## config.mk

```make
export PLATFORM = sky130hd
export DESIGN_NAME = swtk_ctrl
export DESIGN_NICKNAME = d
export VERILOG_FILES = /design/src/design/swtk_pkg.sv /design/src/design/swtk_ctrl.sv
export SDC_FILE = /design/constraint.sdc
export NUM_CORES = 1
export LEC_CHECK = 0
export ABC_AREA = 1
export BUFFER_PORTS_ARGS = -buffer_cell sky130_fd_sc_hd__buf_4
export CAP_MARGIN = 20
export CORE_AREA = 2 2 39 41
export DETAILED_ROUTE_END_ITERATION = 8
export DIE_AREA = 0 0 41 43
export SETUP_SLACK_MARGIN = 0.4
export SLEW_MARGIN = 20
export SYNTH_ARGS = -nofsm -noshare
export SYNTH_HDL_FRONTEND = slang
export SYNTH_SLANG_ARGS = --single-unit
export TNS_END_PERCENT = 10
```

## constraint.sdc

```tcl
create_clock -name clock -period 2.62 [get_ports clock]
set_input_delay 0.262 -clock clock [delete_from_list [all_inputs] [get_ports clock]]
set_output_delay 0.262 -clock clock [all_outputs]
set_load 0.01 [all_outputs]
```

## src/design/swtk_pkg.sv

```systemverilog
// ----------------------------------------------------------------------------
// swtk_pkg
// Shared types and constants of the skin weight top-k accumulator.
// ----------------------------------------------------------------------------
package swtk_pkg;

   // default configuration
   localparam int SLOTS_DEF        = 4;
   localparam int VERTEX_COUNT_DEF = 4096;
   localparam int BONE_COUNT_DEF   = 256;

   // field widths
   localparam int VERTEX_W  = 12;
   localparam int BONE_W    = 8;
   localparam int WEIGHT_W  = 16;
   localparam int SLOTNUM_W = 2;
   localparam int RANGE_W   = 17;

   // stream payload widths, padded to whole bytes
   localparam int REQ_DATA_W = 40;
   localparam int RSP_DATA_W = 40;

   // quotient bits produced by the divider after the saturation check
   localparam int QUOT_STEPS = 16;
   localparam logic [WEIGHT_W-1:0] SAT_WEIGHT = '1;

   // opcodes carried on req_tuser
   localparam logic OP_INSERT    = 1'b0;
   localparam logic OP_NORMALIZE = 1'b1;

   typedef enum logic [2:0] {
      ST_CLEAR,
      ST_IDLE,
      ST_LOAD,
      ST_INSERT,
      ST_DIV_START,
      ST_DIV_WAIT,
      ST_WRITE,
      ST_EMIT
   } state_type;

   typedef struct packed {
      logic rd_en;
      logic item_load;
      logic ent_load;
      logic ins_wr;
      logic norm_wr;
      logic clr_wr;
      logic clr_inc;
      logic slot_clr;
      logic slot_inc;
      logic div_start;
      logic div_store;
      logic out_load;
   } ctrl_cmd_type;

   typedef struct packed {
      logic in_range;
      logic bone_ok;
      logic req_norm;
      logic op_norm;
      logic sum_zero;
      logic div_done;
      logic slot_last;
      logic clr_last;
      logic out_free;
   } ctrl_sts_type;

endpackage

```

## src/design/swtk_ctrl.sv

```systemverilog
// ----------------------------------------------------------------------------
// swtk_ctrl
// Sequencer: table clear, insert read-modify-write, normalize and readout.
// ----------------------------------------------------------------------------
module swtk_ctrl (
   input  logic                   clock,
   input  logic                   reset,
   input  logic                   req_tvalid,
   output logic                   req_tready,
   input  swtk_pkg::ctrl_sts_type sts,
   output swtk_pkg::ctrl_cmd_type cmd
);

   swtk_pkg::state_type state_ff, state_in;

   always_ff @(posedge clock) begin
      if (reset) begin
         state_ff <= swtk_pkg::ST_CLEAR;
      end else begin
         state_ff <= state_in;
      end
   end

   always_comb begin
      state_in   = state_ff;
      cmd        = '0;
      req_tready = 1'b0;
      case (state_ff)
         swtk_pkg::ST_CLEAR: begin
            cmd.clr_wr  = 1'b1;
            cmd.clr_inc = 1'b1;
            if (sts.clr_last) begin
               state_in = swtk_pkg::ST_IDLE;
            end
         end
         swtk_pkg::ST_IDLE: begin
            req_tready = 1'b1;
            // out of range items are taken and dropped
            if (req_tvalid && sts.in_range && (sts.req_norm || sts.bone_ok)) begin
               cmd.item_load = 1'b1;
               cmd.rd_en     = 1'b1;
               state_in      = swtk_pkg::ST_LOAD;
            end
         end
         swtk_pkg::ST_LOAD: begin
            cmd.ent_load = 1'b1;
            cmd.slot_clr = 1'b1;
            state_in = sts.op_norm ? swtk_pkg::ST_DIV_START : swtk_pkg::ST_INSERT;
         end
         swtk_pkg::ST_INSERT: begin
            cmd.ins_wr = 1'b1;
            state_in   = swtk_pkg::ST_IDLE;
         end
         swtk_pkg::ST_DIV_START: begin
            if (sts.sum_zero) begin
               state_in = swtk_pkg::ST_EMIT;
            end else begin
               cmd.div_start = 1'b1;
               state_in      = swtk_pkg::ST_DIV_WAIT;
            end
         end
         swtk_pkg::ST_DIV_WAIT: begin
            if (sts.div_done) begin
               cmd.div_store = 1'b1;
               if (sts.slot_last) begin
                  cmd.slot_clr = 1'b1;
                  state_in     = swtk_pkg::ST_WRITE;
               end else begin
                  cmd.slot_inc = 1'b1;
                  state_in     = swtk_pkg::ST_DIV_START;
               end
            end
         end
         swtk_pkg::ST_WRITE: begin
            cmd.norm_wr = 1'b1;
            state_in    = swtk_pkg::ST_EMIT;
         end
         swtk_pkg::ST_EMIT: begin
            if (sts.out_free) begin
               cmd.out_load = 1'b1;
               if (sts.slot_last) begin
                  state_in = swtk_pkg::ST_IDLE;
               end else begin
                  cmd.slot_inc = 1'b1;
               end
            end
         end
         default: begin
            state_in = swtk_pkg::ST_IDLE;
         end
      endcase
   end

   a_load_never_overwrites: assert property (@(posedge clock) disable iff (reset)
      cmd.out_load |-> sts.out_free)
      else $error("result register loaded while a result is waiting");

   a_insert_after_load: assert property (@(posedge clock) disable iff (reset)
      cmd.ins_wr |-> $past(cmd.ent_load))
      else $error("insert written back without a fresh entry");

   a_clear_complete: assert property (@(posedge clock) disable iff (reset)
      $fell(state_ff == swtk_pkg::ST_CLEAR) |-> $past(sts.clr_last))
      else $error("table clear left before the last entry");

endmodule

```

Yosys cells after proc, flatten, opt, wreduce, memory -nomap -nowiden
Cells that the tools add are included.
Storage, ports and cells
  bits in registers: 3
  bits in latches: 0
  memory bits (writable): 0
  ROM bits: 0
  input bits: 12
  output and inout port bits: 13
  logic and storage cells: 46
  memories kept: 0
Operators by class
  $add $sub $neg: 0
  $mul: 0
  divide/modulo/power cells: 0
  $lt $le $gt $ge: 0
  eq/ne operators: 12
  shifts and indexed selects: 0
  mux-type cells: 28
  bitwise operators: 0
  reduce and logical (&&, ||, !) cells: 5
Operators with widths (number)
  3-bit one-hot mux with 8 select lines: 1
  3-bit two-way mux: 6
  1-bit two-way mux: 13
  3-bit equality test (second input constant): 4
  2-bit two-way mux: 6
  2-bit inequality test (second input constant): 5
  3-bit by 2-bit equality test with 1-bit output (second input constant): 2
  5-bit AND reduction: 1
  1-bit one-hot mux with 2 select lines: 2
  3-bit by 1-bit equality test with 1-bit output (second input constant): 1
  3-bit logical NOT: 1
  1-bit logical AND: 2
  1-bit logical OR: 1

Longest topological paths before layout
Gate-level depths: netlist of run 1.
  depth after elaboration: 4
  mapped depth: 10
  gate-level depth less buffers: 9

Least setup slack after synthesis of run 1
Ideal clock, no wire load.
  path type: reg-to-output
  start: register state_ff[2]
  end: output port cmd[11] in the netlist's numbering
  arrival time: 1.131 ns
  required time: 2.358 ns
  slack: 1.227 ns
  stages on the path, launching flop included: 6
  buffers on the path: 2
  path through: dfxtp_1 buf_6 nor2_2 nand2_2 nor3_1 buf_4
RTL lines
  from (decl): line swtk_ctrl.sv:14  | swtk_pkg::state_type state_ff, state_in;
  from (signal assigned): line swtk_ctrl.sv:18  | state_ff <= swtk_pkg::ST_CLEAR;
  from (signal assigned): line swtk_ctrl.sv:20  | state_ff <= state_in;
  to (decl): line swtk_ctrl.sv:11  | output swtk_pkg::ctrl_cmd_type cmd

==> metrics.log, run 1 <==
INFO  metric holdCritStartpoint = reset
INFO  metric antenna_found_initial = 0
INFO  metric final_min_period_over_clock_period = 0.636
INFO  metric rr_worst_depth = 6
INFO  metric first_global_vias = roughly 380
INFO  metric post_cts.resized_instances = 0
INFO  metric grt_usage = 0.129
INFO  metric worst_ep_required_time = around 2.4 ns
INFO  metric clock_sinks = 3
INFO  metric syn_area = about 380 µm²
INFO  metric timing.final.setup_violations = 0
INFO  metric post-layout-total-power = 0.537 mW
INFO  metric period_needed = roughly 1.7 ns
INFO  metric yosys-top-cells-count = nand2_1, inv_1, nor2_1
INFO  metric fmax = about 600 MHz
INFO  metric fp-row-count = 14
INFO  metric number_of_enable_type_register_cells_in_the_synthesized_netlist = 0
INFO  metric synth_seq_cells = 3
INFO  metric fillers = 151
INFO  metric post_synth_inst_count = 66
INFO  metric route.detailed.drc = 0
INFO  metric synthDominantCellAreaShare = 0.156
INFO  metric power_density_over_the_cells = 937 nW/µm²
INFO  metric syn_avg_cell_area = just under 6 µm²
INFO  metric timing.critical_path.arrival = about 1.4 ns
INFO  metric worst-path-max-fanout = 11
INFO  metric ys.warnings.count = 0
INFO  metric netlist.top_cell.by_area = dfxtp_1
INFO  metric class_of_the_tightest_hold_or_removal_check = primary input to register
INFO  metric core_area = 1380 µm²
INFO  metric r2r-end = state_ff[1]$_SDFFE_PP0P_
INFO  metric rsz_0062_raised_after_global_routing = false
INFO  metric cts-hold-fix-buffers = 0
INFO  metric cellLeakagePower = between 0.3 and 0.4 nW
INFO  metric detailedRoute.firstIterationViolations = 10
INFO  metric grt_pass1_wl = around 1600 µm
INFO  metric via_per_inst = 4.35
INFO  metric largest-register = state_ff
INFO  metric detailedPlace.worstSlack = roughly 1.2 ns
INFO  metric drt_pass1_iterations = 4
INFO  metric routed-via-count = 461
INFO  metric critical_path.reg2reg.startpoint = state_ff[1]$_SDFFE_PP0P_
INFO  metric yosys.cell_types.count = 19
INFO  metric synth_most_common_cell = nand2_1
INFO  metric clock-root-buffer = clkbuf_4
INFO  metric fin_skew = roughly 0.0017 ns
INFO  metric routedWlPerCell = roughly 8.7 µm
INFO  metric diodes_inserted = 0
INFO  metric clock_latency = 0.23 ns
INFO  metric synth.area.top_cells = dfxtp_1, nand2_1, inv_1
INFO  metric cap_violations = 0
INFO  metric timing.hold.worst_path_depth = 2
INFO  metric syn_to_final_growth = 49.2%
INFO  metric hpwlAfterDp = 795 µm
INFO  metric worstSetupStartpointType = register
INFO  metric detail-route-antenna-nets = 0
INFO  metric ys_seq_area_frac = 0.156
INFO  metric drive_above_1_share = 0.444
INFO  metric slew_violations = 0
INFO  metric run_status = finished, final reports clean
INFO  metric cts-buffers-inserted = 3
INFO  metric grt_start_max_net_pins = 12
INFO  metric net_count_after_synthesis = between 70 and 80
INFO  metric portBuffers = 24
INFO  metric synthFlopType = dfxtp_1
INFO  metric worst_slew_margin_rel = 0.717
INFO  metric footprint_of_the_multi_input_gates = about 240 µm²
INFO  metric vdd_drop_max = around 0.55 mV
INFO  metric timing.final.hold_violations = 0
INFO  metric largest_register_ff_count = 3
INFO  metric die_x = just over 40 µm
INFO  metric postCtsSetupRepairBufs = 0
INFO  metric die-area = approximately 1800 µm²
INFO  metric largest_registers = state_ff x3
INFO  metric cts-root-to-sink-buffers = 2
INFO  metric setup.worst_path.class = register to primary output
INFO  metric worstHoldEndpoint = state_ff[0]$_SDFFE_PP0P_
INFO  metric initial_utilization = 0.278
INFO  metric fp.dieH = ~43 µm
INFO  metric boundaryPins = 25
INFO  metric worst_r2r_setup_slack = between 1 and 1.5 ns
INFO  metric post_detailed_routing_wire_length = between 900 and 1000 µm
INFO  metric worstSetupEndpointType = primary output
INFO  metric grt-ovfl-total = 0
INFO  metric final-seq-area = ~60 µm²
INFO  metric cts.clk_slew.worst_paths = ~0.030 ns
INFO  metric setup_total_negative_slack = 0 ns
INFO  metric cts_tree = done
INFO  metric worst_pin_slew = about 0.42 ns
INFO  metric fin_ws = 0.953 ns
INFO  metric finish.net_count = just over 100
INFO  metric globalplace.congestion = 0.782
INFO  metric ctsHtreeMaxLevel = 1
INFO  metric ys_async_sr_fraction = 0
-- where the power goes --
group	internal [mW]	switching, mW	total [mW]
clock	0.0570	0.0224	0.0794
sequential	0.0654	0.0534	0.119
combinational	0.158	0.181	0.339
total	0.280	0.257	0.537
-- critical path, stage by stage, from the launching register on --
cell	delay, ns
dfxtp_1	0.57
nand3_1	0.18
nor2_1	0.15
nor2_1	0.07
nor2_1	0.09
buf_4	0.12
-- how the worst max path moves through the flow --
stage / start / end / depth (start not counted)
floorplan: state_ff[2]$_SDFFE_PP0P_ / cmd[11] / 5
global placement: state_ff[1]$_SDFFE_PP0P_ / cmd[3] / 5
detailed placement: state_ff[1]$_SDFFE_PP0P_ / cmd[3] / 5
CTS: state_ff[1]$_SDFFE_PP0P_ / cmd[3] / 5
global route: state_ff[1]$_SDFFE_PP0P_ / cmd[3] / 5
finish: state_ff[1]$_SDFFE_PP0P_ / cmd[3] / 5
-- cell usage in the layout, fill, tap and decap left out, drive strengths merged --
cell / Yosys / layout
buf: 4 / 24
nand2: 17 / 17
nor2: 15 / 15
inv: 12 / 12
nand3: 6 / 6
clkbuf: 0 / 4
nor3: 3 / 3
dfxtp: 3 / 3
nor4: 1 / 1
o21ai: 1 / 1
o211ai: 1 / 1
nand4: 1 / 1
o21a: 1 / 1
o22ai: 1 / 1
-- logic make-up after synthesis --
group | after synthesis | synth area share
AOI/OAI and AO/OA | 4 | 0.0684
buffers and inverters | 16 | 0.215
DFF | 3 | 0.156
and+or+nand+nor | 43 | 0.560
-- per-layer routing --
metal  up-vias  track usage  wire (µm)
li1        251            -          -
met1       199        0.163        386
met2        11        0.203        465
met3         0       0.0524         74
met4         0       0.0200          0
met5         -            0          0
-- stage by stage --
| step | std cells | cell area (µm²) | util | hold slack, ns |
|---|---|---|---|---|
| floorplan | 66 | 384 | - | 0.329 |
| global placement | 102 | 547 | 0.395 | 0.448 |
| detailed placement | 102 | 547 | 0.395 | 0.443 |
| CTS | 106 | 573 | 0.414 | 0.198 |
| global route | 106 | 573 | 0.414 | 0.196 |
| finish | 106 | 573 | 0.414 | 0.205 |
-- cell type report --
cell class,instances,share of cell area
Clock buffer,4,0.0459
Inverter,12,0.0786
Multi-Input combinational cell,47,0.421
Sequential cell,3,0.105
Tap cell,16,0.0349
Timing Repair Buffer,24,0.314
(Power assumes the default switching activity.)
==> inputs of run 2 (changes only) <==
==> constraint.sdc (replaced) <==
create_clock -name clock -period 1.45 [get_ports clock]
set_input_delay 0.145 -clock clock [delete_from_list [all_inputs] [get_ports clock]]
set_output_delay 0.145 -clock clock [all_outputs]
set_load 0.01 [all_outputs]
==> run 2 against run 1 <==
Compared with the run above:
- clock skew increased by 0.0034 ns
- via count rose by 5.4%
- combinational power rose by 130%
- critical endpoint unchanged
- highest routed layer unchanged
- sequential power grew 64%
- register-to-register slack worse by 0.99 ns
- clock power increased by 84%
==> metrics.log, run 2 (same netlist as run 1, synthesis figures left out) <==
INFO  metric run_status = finished, final reports clean
INFO  metric via_per_inst = ~4.3
INFO  metric rsz_0062_raised_after_global_routing = true
INFO  metric layout_common_cells = buf_4, nand2_1, nor2_1, inv_1, nor2_2
INFO  metric clock-root-buffer = clkbuf_4
INFO  metric antenna_found_initial = 0
INFO  metric class_of_the_tightest_hold_or_removal_check = primary input to register
INFO  metric cap_violations = 0
INFO  metric cts.clk_slew.worst_paths = 0.04 ns
INFO  metric worst_slew_margin_rel = 0.845
INFO  metric vdd_drop_max = a little over 0.6 mV
INFO  metric hpwlAfterDp = about 800 µm
INFO  metric worst-path-max-fanout = 6
INFO  metric route.detailed.drc = 0
INFO  metric worst_pin_slew = ~0.23 ns
INFO  metric postLayoutCoreUtil = 0.471
INFO  metric slew_violations = 0
INFO  metric grt_pass1_wl = about 1600 µm
INFO  metric fmax = ~750 MHz
INFO  metric cts-buffers-inserted = 3
INFO  metric routedWlPerCell = about 9 µm
INFO  metric grt_usage = 0.129
INFO  metric largest_registers = state_ff x3
INFO  metric cts_tree = done
INFO  metric drive_above_1_share = 0.552
INFO  metric detailedRoute.firstIterationViolations = 5
INFO  metric largest-register = state_ff
INFO  metric timing.final.setup_violations = 0
INFO  metric cts-root-to-sink-buffers = 2
INFO  metric globalplace.congestion = between 0.8 and 0.9
INFO  metric die-area = around 1800 µm²
INFO  metric period_needed = roughly 1.3 ns
INFO  metric first_global_vias = between 400 and 500
INFO  metric power_density_over_the_cells = 1730 nW/µm²
INFO  metric grt-ovfl-total = 0
INFO  metric finish.net_count = ~110
INFO  metric worstSetupEndpointType = primary output
INFO  metric clock_sinks = 3
INFO  metric timing.critical_path.arrival = around 1.2 ns
INFO  metric diodes_inserted = 0
INFO  metric cellLeakagePower = between 0.3 and 0.4 nW
INFO  metric initial_utilization = 0.278
INFO  metric setup_total_negative_slack = 0 ns
INFO  metric timing.final.hold_violations = 0
INFO  metric final_min_period_over_clock_period = 0.924
INFO  metric fin_skew = a little over 0.005 ns
INFO  metric drt_pass1_iterations = 3
INFO  metric boundaryPins = 25
INFO  metric ctsHtreeMaxLevel = 1
INFO  metric syn_to_final_growth = 69.7%
INFO  metric worst_ep_required_time = 1.31 ns
INFO  metric core_area = about 1400 µm²
INFO  metric clock_latency = between 0.2 and 0.25 ns
INFO  metric detail-route-antenna-nets = 0
INFO  metric placed_cells = 103
INFO  metric die_x = about 41 µm
INFO  metric setup.worst_path.class = register to primary output
INFO  metric portBuffers = 24
INFO  metric cts-hold-fix-buffers = 0
INFO  metric layout_commonest_cell = buf_4
INFO  metric post_detailed_routing_wire_length = 1000 µm
INFO  metric grt_start_max_net_pins = 7
INFO  metric routed-via-count = slightly below 500
INFO  metric worstSetupStartpointType = register
INFO  metric final_cell_count_no_fill = approximately 110
INFO  metric fp-row-count = 14
INFO  metric fp.dieH = 43 µm
INFO  metric largest_register_ff_count = 3
[run 2: power breakdown]
| part | switching (mW) | total (mW) | internal [mW] |
|---|---|---|---|
| sequential | 0.0557 | 0.195 | 0.139 |
| clock | 0.0426 | 0.146 | 0.103 |
| combinational | 0.407 | 0.790 | 0.383 |
[run 2: stage by stage]
step / hold WS (ns) / cell area [µm²] / setup WS [ns] / power, mW
5_1_grt: 0.0879 / 652 / 0.0160 / 1.22
2_1_floorplan: 0.204 / 404 / 0.338 / 0.697
4_1_cts: 0.0728 / 652 / 0.0953 / 1.14
6_report: 0.0792 / 652 / 0.110 / 1.13
3_5_place_dp: 0.321 / 574 / 0.156 / 0.873
3_3_place_gp: 0.324 / 574 / 0.177 / 0.873
[run 2: metal layers]
| layer | up-vias | track usage | wire length, µm |
|---|---|---|---|
| li1 | 265 | - | - |
| met1 | 205 | 0.181 | 436 |
| met2 | 16 | 0.194 | 498 |
| met3 | 0 | 0.0209 | 69 |
| met4 | 0 | 0.0400 | 0 |
| met5 | - | 0 | 0 |
[run 2: worst paths after layout]
check                                         startpoint                  endpoint  slack (ns)  cells after the start
worst min register to register  state_ff[2]$_SDFFE_PP0P_  state_ff[0]$_SDFFE_PP0P_        0.66                      4
worst min-delay path                               reset  state_ff[0]$_SDFFE_PP0P_        0.08                      2
worst max-delay path            state_ff[1]$_SDFFE_PP0P_                    cmd[3]        0.11                      7
worst max register to register  state_ff[0]$_SDFFE_PP0P_  state_ff[1]$_SDFFE_PP0P_        0.27                      6
[run 2: timing repair]
action,4_1_cts,5_1_grt
gates resized for setup,7,0
endpoints found under the setup margin,16,16
pin swaps,3,3
setup buffers,5,0
hold endpoints to repair,0,0
[run 2: final cells by class]
class	count	area (µm²)
fillers	141	732
multi-input cells	47	260
repair buffers	30	229
flip-flops and latches	3	71.3
inverters	12	45.0
clock buffers	4	26.3
well taps	16	20.0
[run 2: critical path, cell delays in order, from the launching register on]
cell and delay [ns]:
dfxtp_4 0.36, buf_6 0.12, nor2_4 0.12, nand2_1 0.07, inv_2 0.06, nor2_1 0.03
nor2_1 0.08, buf_4 0.12
